## config.mk

```make
export PLATFORM = sky130hd
export DESIGN_NAME = scan_gap_cluster_centroids
export DESIGN_NICKNAME = d
export VERILOG_FILES = /design/src/sv/sgcc_pkg.sv /design/src/sv/sgcc_cordic.sv /design/src/sv/sgcc_div.sv /design/src/sv/scan_gap_cluster_centroids.sv
export SDC_FILE = /design/constraint.sdc
export NUM_CORES = 2
export LEC_CHECK = 0
export ABC_CLOCK_PERIOD_IN_PS = 9900
export BUFFER_PORTS_ARGS = -buffer_cell sky130_fd_sc_hd__buf_2
export CORE_UTILIZATION = 56
export DETAILED_ROUTE_END_ITERATION = 6
export PLACE_DENSITY = 0.85
export SYNTH_ARGS = -nofsm -noshare
export SYNTH_HDL_FRONTEND = slang
export SYNTH_SLANG_ARGS = --single-unit
```

## constraint.sdc

```tcl
create_clock -name clk -period 9.9 [get_ports clk]
set_input_delay 1.98 -clock clk [delete_from_list [all_inputs] [get_ports clk]]
set_output_delay 1.98 -clock clk [all_outputs]
set_load 0.05 [all_outputs]
```

## src/sv/sgcc_pkg.sv

```systemverilog
// Shared types and constants for the scan gap cluster centroid block.
// CORDIC arctangent table, rotation gain and register indexes.
// No dependencies.
package sgcc_pkg;

    localparam int unsigned GAIN_Q16 = 39797;
    localparam int unsigned CORDIC_XW = 36;
    localparam int unsigned CORDIC_ZW = 34;
    localparam int unsigned ADDR_W = 5;

    typedef enum logic [2:0] {
        REG_SENSOR_X  = 3'd0,
        REG_SENSOR_Y  = 3'd1,
        REG_SENSOR_Z  = 3'd2,
        REG_START_ANG = 3'd3,
        REG_ANG_STEP  = 3'd4,
        REG_MIN_RANGE = 3'd5,
        REG_MAX_RANGE = 3'd6,
        REG_GAP_THR   = 3'd7
    } reg_idx_t;

    function automatic logic signed [CORDIC_ZW-1:0] atan_at(input logic [4:0] i);
        logic signed [CORDIC_ZW-1:0] r;
        begin
            case (i)
                5'd0:    r = 34'sd536870912;
                5'd1:    r = 34'sd316933406;
                5'd2:    r = 34'sd167458907;
                5'd3:    r = 34'sd85004756;
                5'd4:    r = 34'sd42667331;
                5'd5:    r = 34'sd21354465;
                5'd6:    r = 34'sd10679838;
                5'd7:    r = 34'sd5340245;
                5'd8:    r = 34'sd2670163;
                5'd9:    r = 34'sd1335087;
                5'd10:   r = 34'sd667544;
                5'd11:   r = 34'sd333772;
                5'd12:   r = 34'sd166886;
                5'd13:   r = 34'sd83443;
                5'd14:   r = 34'sd41722;
                5'd15:   r = 34'sd20861;
                5'd16:   r = 34'sd10430;
                5'd17:   r = 34'sd5215;
                5'd18:   r = 34'sd2608;
                5'd19:   r = 34'sd1304;
                5'd20:   r = 34'sd652;
                5'd21:   r = 34'sd326;
                5'd22:   r = 34'sd163;
                5'd23:   r = 34'sd81;
                default: r = '0;
            endcase
            return r;
        end
    endfunction

endpackage

```

## src/sv/sgcc_cordic.sv

```systemverilog
// Iterative CORDIC rotation of a range reading by a binary angle.
// One rotation step per cycle through a shared shift and add unit.
// Depends on sgcc_pkg.
module sgcc_cordic #(
    parameter int unsigned CORDIC_STEPS = 16
) (
    input  logic                clk,
    input  logic                rst_n,
    input  logic                start,
    input  logic [15:0]         range_in,
    input  logic [15:0]         angle_in,
    output logic                done,
    output logic signed [19:0]  rx,
    output logic signed [19:0]  ry
);
    import sgcc_pkg::*;

    localparam int unsigned IW = (CORDIC_STEPS > 1) ? $clog2(CORDIC_STEPS) : 1;

    logic                          busy_reg;
    logic [IW-1:0]                 it_reg;
    logic signed [CORDIC_XW-1:0]   x_reg, y_reg;
    logic signed [CORDIC_ZW-1:0]   z_reg;
    logic signed [CORDIC_XW-1:0]   x0, dx, dy, xr, yr;
    logic signed [CORDIC_ZW-1:0]   at;
    logic [31:0]                   theta;
    logic                          flip;

    assign flip  = angle_in[15] ^ angle_in[14];
    assign theta = {angle_in[15] ^ flip, angle_in[14:0], 16'h0000};
    assign x0    = CORDIC_XW'(range_in) * CORDIC_XW'(GAIN_Q16);
    assign dx    = y_reg >>> it_reg;
    assign dy    = x_reg >>> it_reg;
    assign at    = atan_at(5'(it_reg));
    assign xr    = x_reg + CORDIC_XW'(33'sd32768);
    assign yr    = y_reg + CORDIC_XW'(33'sd32768);
    assign rx    = xr[35:16];
    assign ry    = yr[35:16];

    always_ff @(posedge clk or negedge rst_n)
    begin
        if (!rst_n)
        begin
            busy_reg <= 1'b0;
            it_reg   <= '0;
            done     <= 1'b0;
        end
        else
        begin
            done <= 1'b0;
            if (start)
            begin
                busy_reg <= 1'b1;
                it_reg   <= '0;
            end
            else if (busy_reg)
            begin
                if (it_reg == IW'(CORDIC_STEPS - 1))
                begin
                    busy_reg <= 1'b0;
                    done     <= 1'b1;
                end
                else
                begin
                    it_reg <= it_reg + 1'b1;
                end
            end
        end
    end

    always_ff @(posedge clk)
    begin
        if (start)
        begin
            x_reg <= flip ? -x0 : x0;
            y_reg <= '0;
            z_reg <= CORDIC_ZW'($signed(theta));
        end
        else if (busy_reg)
        begin
            if (!z_reg[CORDIC_ZW-1])
            begin
                x_reg <= x_reg - dx;
                y_reg <= y_reg + dy;
                z_reg <= z_reg - at;
            end
            else
            begin
                x_reg <= x_reg + dx;
                y_reg <= y_reg - dy;
                z_reg <= z_reg + at;
            end
        end
    end

endmodule

```

## src/sv/sgcc_div.sv

```systemverilog
// Restoring unsigned divider, one quotient bit per cycle.
// Shared for both centroid coordinates. No package dependencies.
module sgcc_div #(
    parameter int unsigned DW = 43,
    parameter int unsigned NW = 11
) (
    input  logic          clk,
    input  logic          rst_n,
    input  logic          start,
    input  logic [DW-1:0] dividend,
    input  logic [NW-1:0] divisor,
    output logic          done,
    output logic [DW-1:0] quotient
);
    localparam int unsigned CW = $clog2(DW + 1);

    logic          busy_reg;
    logic [CW-1:0] cnt_reg;
    logic [DW-1:0] quo_reg;
    logic [NW-1:0] rem_reg, den_reg;
    logic [NW:0]   trial, diff;
    logic          fits;

    assign trial    = {rem_reg, quo_reg[DW-1]};
    assign diff     = trial - {1'b0, den_reg};
    assign fits     = trial >= {1'b0, den_reg};
    assign quotient = quo_reg;

    always_ff @(posedge clk or negedge rst_n)
    begin
        if (!rst_n)
        begin
            busy_reg <= 1'b0;
            cnt_reg  <= '0;
            done     <= 1'b0;
        end
        else
        begin
            done <= 1'b0;
            if (start)
            begin
                busy_reg <= 1'b1;
                cnt_reg  <= CW'(DW);
            end
            else if (busy_reg)
            begin
                cnt_reg <= cnt_reg - 1'b1;
                if (cnt_reg == CW'(1))
                begin
                    busy_reg <= 1'b0;
                    done     <= 1'b1;
                end
            end
        end
    end

    always_ff @(posedge clk)
    begin
        if (start)
        begin
            quo_reg <= dividend;
            rem_reg <= '0;
            den_reg <= divisor;
        end
        else if (busy_reg)
        begin
            rem_reg <= fits ? diff[NW-1:0] : trial[NW-1:0];
            quo_reg <= {quo_reg[DW-2:0], fits};
        end
    end

endmodule

```

## src/sv/scan_gap_cluster_centroids.sv

```systemverilog
// Scan gap clustering: laser beams to cluster centroids.
// Sequence: a usable beam is rotated, checked for a gap if a cluster is open, then added to the cluster;
// a gap, an unusable beam or the scan end closes the cluster, whose centroid needs an X then a Y division.
// Throughput: one item at a time; the CORDIC and the divider iterate one step a cycle.
// A stalled centroid holds the sequencer before the next centroid is loaded.
// Reset: rst_n asynchronous; registers to defaults, no open cluster, angle at start.
module scan_gap_cluster_centroids #(
    parameter int unsigned MAX_BEAMS    = 1024,
    parameter int unsigned CORDIC_STEPS = 16
) (
    input  logic                            clk,
    input  logic                            rst_n,
    input  logic                            psel,
    input  logic                            penable,
    input  logic                            pwrite,
    input  logic [sgcc_pkg::ADDR_W-1:0]     paddr,
    input  logic [31:0]                     pwdata,
    output logic [31:0]                     prdata,
    output logic                            pready,
    input  logic                            in_valid,
    output logic                            in_stall,
    input  logic [15:0]                     range_mm,
    input  logic                            range_finite,
    input  logic                            scan_last,
    output logic                            out_valid,
    input  logic                            out_stall,
    output logic signed [31:0]              centre_x,
    output logic signed [31:0]              centre_y,
    output logic signed [31:0]              centre_z,
    output logic                            end_of_scan,
    output logic                            last_in_run
);
    import sgcc_pkg::*;

    localparam int unsigned CNT_W = $clog2(MAX_BEAMS) + 1;
    localparam int unsigned SUM_W = 33 + $clog2(MAX_BEAMS);

    typedef enum logic [11:0] {
        ST_IDLE = 12'b000000000001,
        ST_ROT  = 12'b000000000010,
        ST_PT   = 12'b000000000100,
        ST_DIFF = 12'b000000001000,
        ST_SQX  = 12'b000000010000,
        ST_SQY  = 12'b000000100000,
        ST_SQT  = 12'b000001000000,
        ST_DIVX = 12'b000010000000,
        ST_DIVY = 12'b000100000000,
        ST_EMIT = 12'b001000000000,
        ST_ADD  = 12'b010000000000,
        ST_END  = 12'b100000000000
    } state_t;

    state_t state_reg;

    logic signed [31:0] sx_reg, sy_reg, sz_reg;
    logic [15:0] start_reg, step_reg, minr_reg, maxr_reg, thr_reg;
    logic [15:0] beam_reg;

    logic        last_reg;
    logic [CNT_W-1:0] size_reg;
    logic signed [SUM_W-1:0] sumx_reg, sumy_reg;
    logic signed [31:0] prevx_reg, prevy_reg, px_reg, py_reg;
    logic [32:0] adx_reg, ady_reg, acc_reg;
    logic        eos_reg, lir_reg, to_add_reg, sel_y_reg;
    logic signed [31:0] qx_reg;
    logic signed [31:0] div_q_y_reg;

    logic wr;
    logic usable_in;
    logic cor_start, cor_done;
    logic signed [19:0] rx, ry;
    logic signed [33:0] spx, spy;
    logic signed [32:0] ddx, ddy;
    logic [15:0] sq_in;
    logic [31:0] sq;
    logic div_start, div_done;
    logic [SUM_W-1:0] div_in, div_q, mag;
    logic signed [SUM_W-1:0] sum_sel;
    logic [SUM_W-1:0] q_signed;
    logic out_free;

    assign pready = 1'b1;
    assign wr     = psel & penable & pwrite;

    always_comb
    begin
        unique case (reg_idx_t'(paddr[4:2]))
            REG_SENSOR_X:  prdata = sx_reg;
            REG_SENSOR_Y:  prdata = sy_reg;
            REG_SENSOR_Z:  prdata = sz_reg;
            REG_START_ANG: prdata = {16'h0, start_reg};
            REG_ANG_STEP:  prdata = {16'h0, step_reg};
            REG_MIN_RANGE: prdata = {16'h0, minr_reg};
            REG_MAX_RANGE: prdata = {16'h0, maxr_reg};
            REG_GAP_THR:   prdata = {16'h0, thr_reg};
            default:       prdata = '0;
        endcase
    end

    always_ff @(posedge clk or negedge rst_n)
    begin
        if (!rst_n)
        begin
            sx_reg    <= '0;
            sy_reg    <= '0;
            sz_reg    <= '0;
            start_reg <= '0;
            step_reg  <= '0;
            minr_reg  <= '0;
            maxr_reg  <= 16'hFFFF;
            thr_reg   <= 16'd500;
        end
        else if (wr)
        begin
            unique case (reg_idx_t'(paddr[4:2]))
                REG_SENSOR_X:  sx_reg    <= pwdata;
                REG_SENSOR_Y:  sy_reg    <= pwdata;
                REG_SENSOR_Z:  sz_reg    <= pwdata;
                REG_START_ANG: start_reg <= pwdata[15:0];
                REG_ANG_STEP:  step_reg  <= pwdata[15:0];
                REG_MIN_RANGE: minr_reg  <= pwdata[15:0];
                REG_MAX_RANGE: maxr_reg  <= pwdata[15:0];
                REG_GAP_THR:   thr_reg   <= pwdata[15:0];
                default:       ;
            endcase
        end
    end

    assign in_stall  = (state_reg != ST_IDLE);
    assign usable_in = range_finite && (range_mm >= minr_reg) && (range_mm < maxr_reg);

    assign cor_start = (state_reg == ST_IDLE) && in_valid && usable_in;

    sgcc_cordic #(
        .CORDIC_STEPS(CORDIC_STEPS)
    ) u_cordic (
        .clk      (clk),
        .rst_n    (rst_n),
        .start    (cor_start),
        .range_in (range_mm),
        .angle_in (start_reg + beam_reg),
        .done     (cor_done),
        .rx       (rx),
        .ry       (ry)
    );

    assign spx = 34'(sx_reg) + 34'(rx);
    assign spy = 34'(sy_reg) + 34'(ry);
    assign ddx = 33'(px_reg) - 33'(prevx_reg);
    assign ddy = 33'(py_reg) - 33'(prevy_reg);

    always_comb
    begin
        case (state_reg)
            ST_SQX:  sq_in = adx_reg[15:0];
            ST_SQY:  sq_in = ady_reg[15:0];
            default: sq_in = thr_reg;
        endcase
    end
    assign sq = sq_in * sq_in;

    assign sum_sel  = sel_y_reg ? sumy_reg : sumx_reg;
    assign mag      = sum_sel[SUM_W-1] ? SUM_W'(-sum_sel) : SUM_W'(sum_sel);
    assign div_in   = mag + SUM_W'(size_reg >> 1);
    assign q_signed = sum_sel[SUM_W-1] ? -div_q : div_q;

    sgcc_div #(
        .DW(SUM_W),
        .NW(CNT_W)
    ) u_div (
        .clk      (clk),
        .rst_n    (rst_n),
        .start    (div_start),
        .dividend (div_in),
        .divisor  (size_reg),
        .done     (div_done),
        .quotient (div_q)
    );

    assign out_free = !out_valid || !out_stall;

    logic div_go_reg;
    assign div_start = div_go_reg;

    always_ff @(posedge clk or negedge rst_n)
    begin
        if (!rst_n)
        begin
            state_reg  <= ST_IDLE;
            beam_reg   <= '0;
            size_reg   <= '0;
            sumx_reg   <= '0;
            sumy_reg   <= '0;
            out_valid  <= 1'b0;
            div_go_reg <= 1'b0;
            sel_y_reg  <= 1'b0;
            to_add_reg <= 1'b0;
            eos_reg    <= 1'b0;
            lir_reg    <= 1'b0;
            last_reg   <= 1'b0;
        end
        else
        begin
            div_go_reg <= 1'b0;
            if (out_valid && !out_stall)
            begin
                out_valid <= 1'b0;
            end
            unique case (state_reg)
                ST_IDLE:
                begin
                    if (in_valid)
                    begin
                        last_reg <= scan_last;
                        beam_reg <= scan_last ? 16'h0000 : beam_reg + step_reg;
                        if (usable_in)
                        begin
                            state_reg <= ST_ROT;
                        end
                        else if (size_reg != '0)
                        begin
                            eos_reg    <= 1'b0;
                            lir_reg    <= 1'b1;
                            to_add_reg <= 1'b0;
                            sel_y_reg  <= 1'b0;
                            div_go_reg <= 1'b1;
                            state_reg  <= ST_DIVX;
                        end
                        else
                        begin
                            state_reg <= ST_END;
                        end
                    end
                end
                ST_ROT:
                begin
                    if (cor_done)
                    begin
                        state_reg <= ST_PT;
                    end
                end
                ST_PT:
                begin
                    state_reg <= (size_reg != '0) ? ST_DIFF : ST_ADD;
                end
                ST_DIFF:
                begin
                    state_reg <= ST_SQX;
                end
                ST_SQX:
                begin
                    state_reg <= ST_SQY;
                end
                ST_SQY:
                begin
                    state_reg <= ST_SQT;
                end
                ST_SQT:
                begin
                    if ((adx_reg > 33'(thr_reg)) || (ady_reg > 33'(thr_reg))
                        || (acc_reg > 33'(sq)) || (size_reg >= CNT_W'(MAX_BEAMS)))
                    begin
                        eos_reg    <= 1'b0;
                        lir_reg    <= !last_reg;
                        to_add_reg <= 1'b1;
                        sel_y_reg  <= 1'b0;
                        div_go_reg <= 1'b1;
                        state_reg  <= ST_DIVX;
                    end
                    else
                    begin
                        state_reg <= ST_ADD;
                    end
                end
                ST_DIVX:
                begin
                    if (div_done)
                    begin
                        sel_y_reg  <= 1'b1;
                        div_go_reg <= 1'b1;
                        state_reg  <= ST_DIVY;
                    end
                end
                ST_DIVY:
                begin
                    if (div_done)
                    begin
                        state_reg <= ST_EMIT;
                    end
                end
                ST_EMIT:
                begin
                    if (out_free)
                    begin
                        out_valid <= 1'b1;
                        size_reg  <= '0;
                        sumx_reg  <= '0;
                        sumy_reg  <= '0;
                        if (to_add_reg)
                        begin
                            state_reg <= ST_ADD;
                        end
                        else if (eos_reg)
                        begin
                            state_reg <= ST_IDLE;
                        end
                        else
                        begin
                            state_reg <= ST_END;
                        end
                    end
                end
                ST_ADD:
                begin
                    sumx_reg   <= sumx_reg + SUM_W'(px_reg);
                    sumy_reg   <= sumy_reg + SUM_W'(py_reg);
                    size_reg   <= size_reg + 1'b1;
                    to_add_reg <= 1'b0;
                    state_reg  <= ST_END;
                end
                ST_END:
                begin
                    if (last_reg && (size_reg != '0))
                    begin
                        eos_reg    <= 1'b1;
                        lir_reg    <= 1'b1;
                        to_add_reg <= 1'b0;
                        sel_y_reg  <= 1'b0;
                        div_go_reg <= 1'b1;
                        state_reg  <= ST_DIVX;
                    end
                    else
                    begin
                        state_reg <= ST_IDLE;
                    end
                end
                default:
                begin
                    state_reg <= ST_IDLE;
                end
            endcase
        end
    end

    always_ff @(posedge clk)
    begin
        if (state_reg == ST_PT)
        begin
            px_reg <= (spx > 34'sd2147483647) ? 32'sh7FFFFFFF :
                      (spx < -34'sd2147483648) ? 32'sh80000000 : spx[31:0];
            py_reg <= (spy > 34'sd2147483647) ? 32'sh7FFFFFFF :
                      (spy < -34'sd2147483648) ? 32'sh80000000 : spy[31:0];
        end
        if (state_reg == ST_DIFF)
        begin
            adx_reg <= ddx[32] ? 33'(-ddx) : 33'(ddx);
            ady_reg <= ddy[32] ? 33'(-ddy) : 33'(ddy);
        end
        if (state_reg == ST_SQX)
        begin
            acc_reg <= 33'(sq);
        end
        if (state_reg == ST_SQY)
        begin
            acc_reg <= acc_reg + 33'(sq);
        end
        if (state_reg == ST_ADD)
        begin
            prevx_reg <= px_reg;
            prevy_reg <= py_reg;
        end
        if ((state_reg == ST_DIVX) && div_done)
        begin
            qx_reg <= q_signed[31:0];
        end
        if ((state_reg == ST_EMIT) && out_free)
        begin
            centre_x    <= qx_reg;
            centre_y    <= div_q_y_reg;
            centre_z    <= sz_reg;
            end_of_scan <= eos_reg;
            last_in_run <= lir_reg;
        end
    end

    always_ff @(posedge clk)
    begin
        if ((state_reg == ST_DIVY) && div_done)
        begin
            div_q_y_reg <= q_signed[31:0];
        end
    end

    a_busy_after_accept: assert property (@(posedge clk) disable iff (!rst_n)
        (in_valid && !in_stall) |=> in_stall)
        else $error("block not busy after accepting an item");

    a_size_bound: assert property (@(posedge clk) disable iff (!rst_n)
        size_reg <= CNT_W'(MAX_BEAMS))
        else $error("cluster size exceeds limit");

    a_eos_last: assert property (@(posedge clk) disable iff (!rst_n)
        (out_valid && end_of_scan) |-> last_in_run)
        else $error("scan end centroid not last of its run");

    a_emit_clears: assert property (@(posedge clk) disable iff (!rst_n)
        ((state_reg == ST_EMIT) && out_free) |=> (size_reg == '0) && out_valid)
        else $error("emitted cluster not cleared");

endmodule
```

==> run metrics <==
outcome complete, but fails checks; portion of the clock cycle consumed by the worst path in the final layout 1.001; hold_ws 0.4188 ns; overall track demand over capacity in global routing 0.3126; number of nets in the synthesized netlist between 9000 and 10000; die span in x 377.3 um; Final Util 0.6297; Worst Hold Path EP centre_y[25]$_DFFE_PP_; Peak Freq approximately 100 MHz; overall die height 377.3 um; total die area approximately 140000 um2; Setup WS post-layout -0.005264 ns; number of flops mapped to enable cells by yosys 497; detailed-route wire length 228600 um; initial core utilization 0.5646; leading cell type by number of instances after synthesis sky130_fd_sc_hd__ha_1; startpoint of the worst register-to-register path state_reg[11]$_DFFE_PN0P_; pin count of the biggest net entering global routing between 150 and 200; hold buffer count at CTS 0; residual overflow from global routing 0; slew of the pin with the lowest slew margin 1.325 ns; total iterations of the first detailed-routing run 7; buffer levels on the longest clock path 3; area overhead of the layout relative to synthesis 11.54%; maximum capacitance violations 0; average via count per standard cell roughly 6.3; Final Setup Violations 2; share of the yosys chip area belonging to registers 0.3077; CP Data Required Time 10.50 ns; Final Hold Violating Endpoints 0; fraction of layout instances using a drive strength above 1 0.1385; biggest cell delay along the critical path 0.54 ns; Place WS -0.4306 ns; number of global-route vias before repair 65690; cell at the root of the clock tree sky130_fd_sc_hd__clkbuf_16; worst-case register-to-register setup slack -0.005 ns; Layout fillers 10910; crit path buf inv count 10; Clock Sinks 882; HPWL after DPL 173600 um; Total Negative Setup Slacks -0.008986 ns; critical path capture point type register; Seq. cell area 24290 um2; cell depth of the worst min-delay path 0; ranking of synthesized cells by area sky130_fd_sc_hd__edfxtp_1 (19%), sky130_fd_sc_hd__ha_1 (12%), sky130_fd_sc_hd__dfrtp_1 (9.5%), sky130_fd_sc_hd__fa_1 (7.0%), sky130_fd_sc_hd__xnor2_1 (4.8%); number of antenna violations at the first check in global routing 33; worst-path cell with the longest stage delay sky130_fd_sc_hd__fa_1; I/O pins about 200; CTS Buf Count around 100; worst hold start div_q_y_reg[25]$_DFFE_PP_; violation count after the first detailed-routing iteration 6183; net count reported at finish 9785; yosys warns 0; clock-pin transition on the worst setup and hold timing paths approximately 0.06 ns; type of the most critical hold path reg -> reg; max-slew violations 0; area occupied by multi-input gates 51550 um2; Crit Reg-Reg Endpoint lir_reg$_DFFE_PN0P_; number of port buffers about 190; global-route wire length before repair 352500 um; data arrival time of the worst path around 11 ns; ys flop type sky130_fd_sc_hd__edfxtp_1; remaining antenna violation count after routing 0; mean instance size in the synthesized netlist 9.368 um2; # DRC 4; final critical delay including setup and external delays 9.905 ns; CTS tree built; summed instance area of the synthesized netlist around 79000 um2; worst setup skew after layout 0.06654 ns; routed length per instance 21.39 um; violations in the final reports DRC, setup timing; number of vias after detailed routing 66860; Critical Path Fanout Max 7; async set or reset register ratio after synthesis 0.3651; area share of the largest cell type after synthesis 0.1892; global placement routability congestion between 0.9 and 1; ranking of synthesized cells by instance count sky130_fd_sc_hd__ha_1 (735), sky130_fd_sc_hd__inv_1 (720), sky130_fd_sc_hd__nand2_1 (691), sky130_fd_sc_hd__nor2_1 (665), sky130_fd_sc_hd__a21oi_1 (608); cell type contributing the most total cell area after synthesis sky130_fd_sc_hd__edfxtp_1; flip-flop and latch count after synthesis 882; row count 137; Slew headroom 0.1124; worst setup path class reg -> reg; number of standard cells after synthesis roughly 8400; clock insertion delay at the later pin of the skew report between 0.7 and 0.8 ns; area of the core region 139700 um2; crit-path leading delay family simple AND/OR/NAND/NOR gates; H-tree lvl count 3; number of cells traversed by the worst register-to-register path 39; Cell variety after synth 113; Critical Path Source Type register
==> per-stage QoR <==
stage          std cells  cell area [um2]
2_1_floorplan       8419            78930
3_3_place_gp       10440            83010
3_5_place_dp       10440            83010
4_1_cts            10620            86630
5_1_grt            10680            87970
6_report           10690            87980
==> placed cells by master (no fill, tap or decap), types with 31 or more instances in the layout <==
cell                        count
sky130_fd_sc_hd__mux4_2        69
sky130_fd_sc_hd__xor2_1       274
sky130_fd_sc_hd__buf_2        189
sky130_fd_sc_hd__a21oi_1      601
sky130_fd_sc_hd__nand4_1       53
sky130_fd_sc_hd__o211ai_1      33
sky130_fd_sc_hd__fa_1         267
sky130_fd_sc_hd__o21a_1        60
sky130_fd_sc_hd__inv_2         31
sky130_fd_sc_hd__nor2_1       630
sky130_fd_sc_hd__nand3_1      177
sky130_fd_sc_hd__o31ai_1       59
sky130_fd_sc_hd__nand2b_1      78
sky130_fd_sc_hd__buf_4        269
sky130_fd_sc_hd__and2_1        44
sky130_fd_sc_hd__nor4_1        32
sky130_fd_sc_hd__clkbuf_16    105
sky130_fd_sc_hd__xnor2_1      430
sky130_fd_sc_hd__nand2_1      659
sky130_fd_sc_hd__mux2i_1      156
sky130_fd_sc_hd__inv_1        686
sky130_fd_sc_hd__a21o_1       231
sky130_fd_sc_hd__o21ai_0      515
sky130_fd_sc_hd__o21bai_1      63
sky130_fd_sc_hd__or3_1         59
sky130_fd_sc_hd__dfxtp_1       63
sky130_fd_sc_hd__or2_2         35
sky130_fd_sc_hd__and3_1        71
sky130_fd_sc_hd__a211oi_1      68
sky130_fd_sc_hd__ha_1         714
sky130_fd_sc_hd__dfrtp_1      289
sky130_fd_sc_hd__mux2_2       177
sky130_fd_sc_hd__edfxtp_1     497
sky130_fd_sc_hd__nor3_1       130
sky130_fd_sc_hd__nor2b_1       74
sky130_fd_sc_hd__a31oi_1       91
==> logic make-up (layout without fill, tap and decap cells) <==
group,after synthesis,after routing,synth area share
simple gates,2284,2285,0.1375
xor+xnor,713,713,0.07956
mux,429,429,0.07297
compound gates,2059,2059,0.1636
fa+ha+maj,1022,1022,0.1880
buf+inv,1029,1406,0.05061
other cells,1,14,0.00004755
flops,882,882,0.3077
==> layout make-up <==
class / instances / area share
clock inverters: 66 / 0.01015
diodes: 13 / 0.0003698
inverters: 729 / 0.03140
clock buffers: 119 / 0.03021
multi-input cells: 6509 / 0.5859
well taps: 1876 / 0.02668
flip-flops and latches: 882 / 0.2761
repair buffers: 492 / 0.03910
==> routing by layer <==
metal  vias up  track usage  part of all wire
li1      30710            -                 -
met1     32240       0.3804              0.38
met2      3093       0.5223              0.47
met3       780      0.06733             0.093
met4        32       0.1575             0.057
met5         -            0           0.00091
==> how the worst max path moves through the flow <==
stage | from | end | slack, ns | cells past startpoint
finish | state_reg[11]$_DFFE_PN0P_ | lir_reg$_DFFE_PN0P_ | -0.005 | 39
global route | state_reg[11]$_DFFE_PN0P_ | eos_reg$_DFFE_PN0P_ | -0.30 | 39
CTS | state_reg[7]$_DFFE_PN0P_ | eos_reg$_DFFE_PN0P_ | 0.0005 | 38
detailed placement | state_reg[8]$_DFFE_PN0P_ | eos_reg$_DFFE_PN0P_ | -0.43 | 41
global placement | state_reg[8]$_DFFE_PN0P_ | eos_reg$_DFFE_PN0P_ | -0.21 | 41
floorplan | state_reg[7]$_DFFE_PN0P_ | eos_reg$_DFFE_PN0P_ | 0.0003 | 47
==> repair_timing <==
action	in CTS	in global routing
pin swaps	6	126
setup buffers	0	56
gates resized for setup	15	242
endpoints found under the setup margin	9	13
cloned	0	3
Power is left out: the tool's default activity adds up to more than one toggle a clock period on the data nets, which glitch-free logic cannot reach.
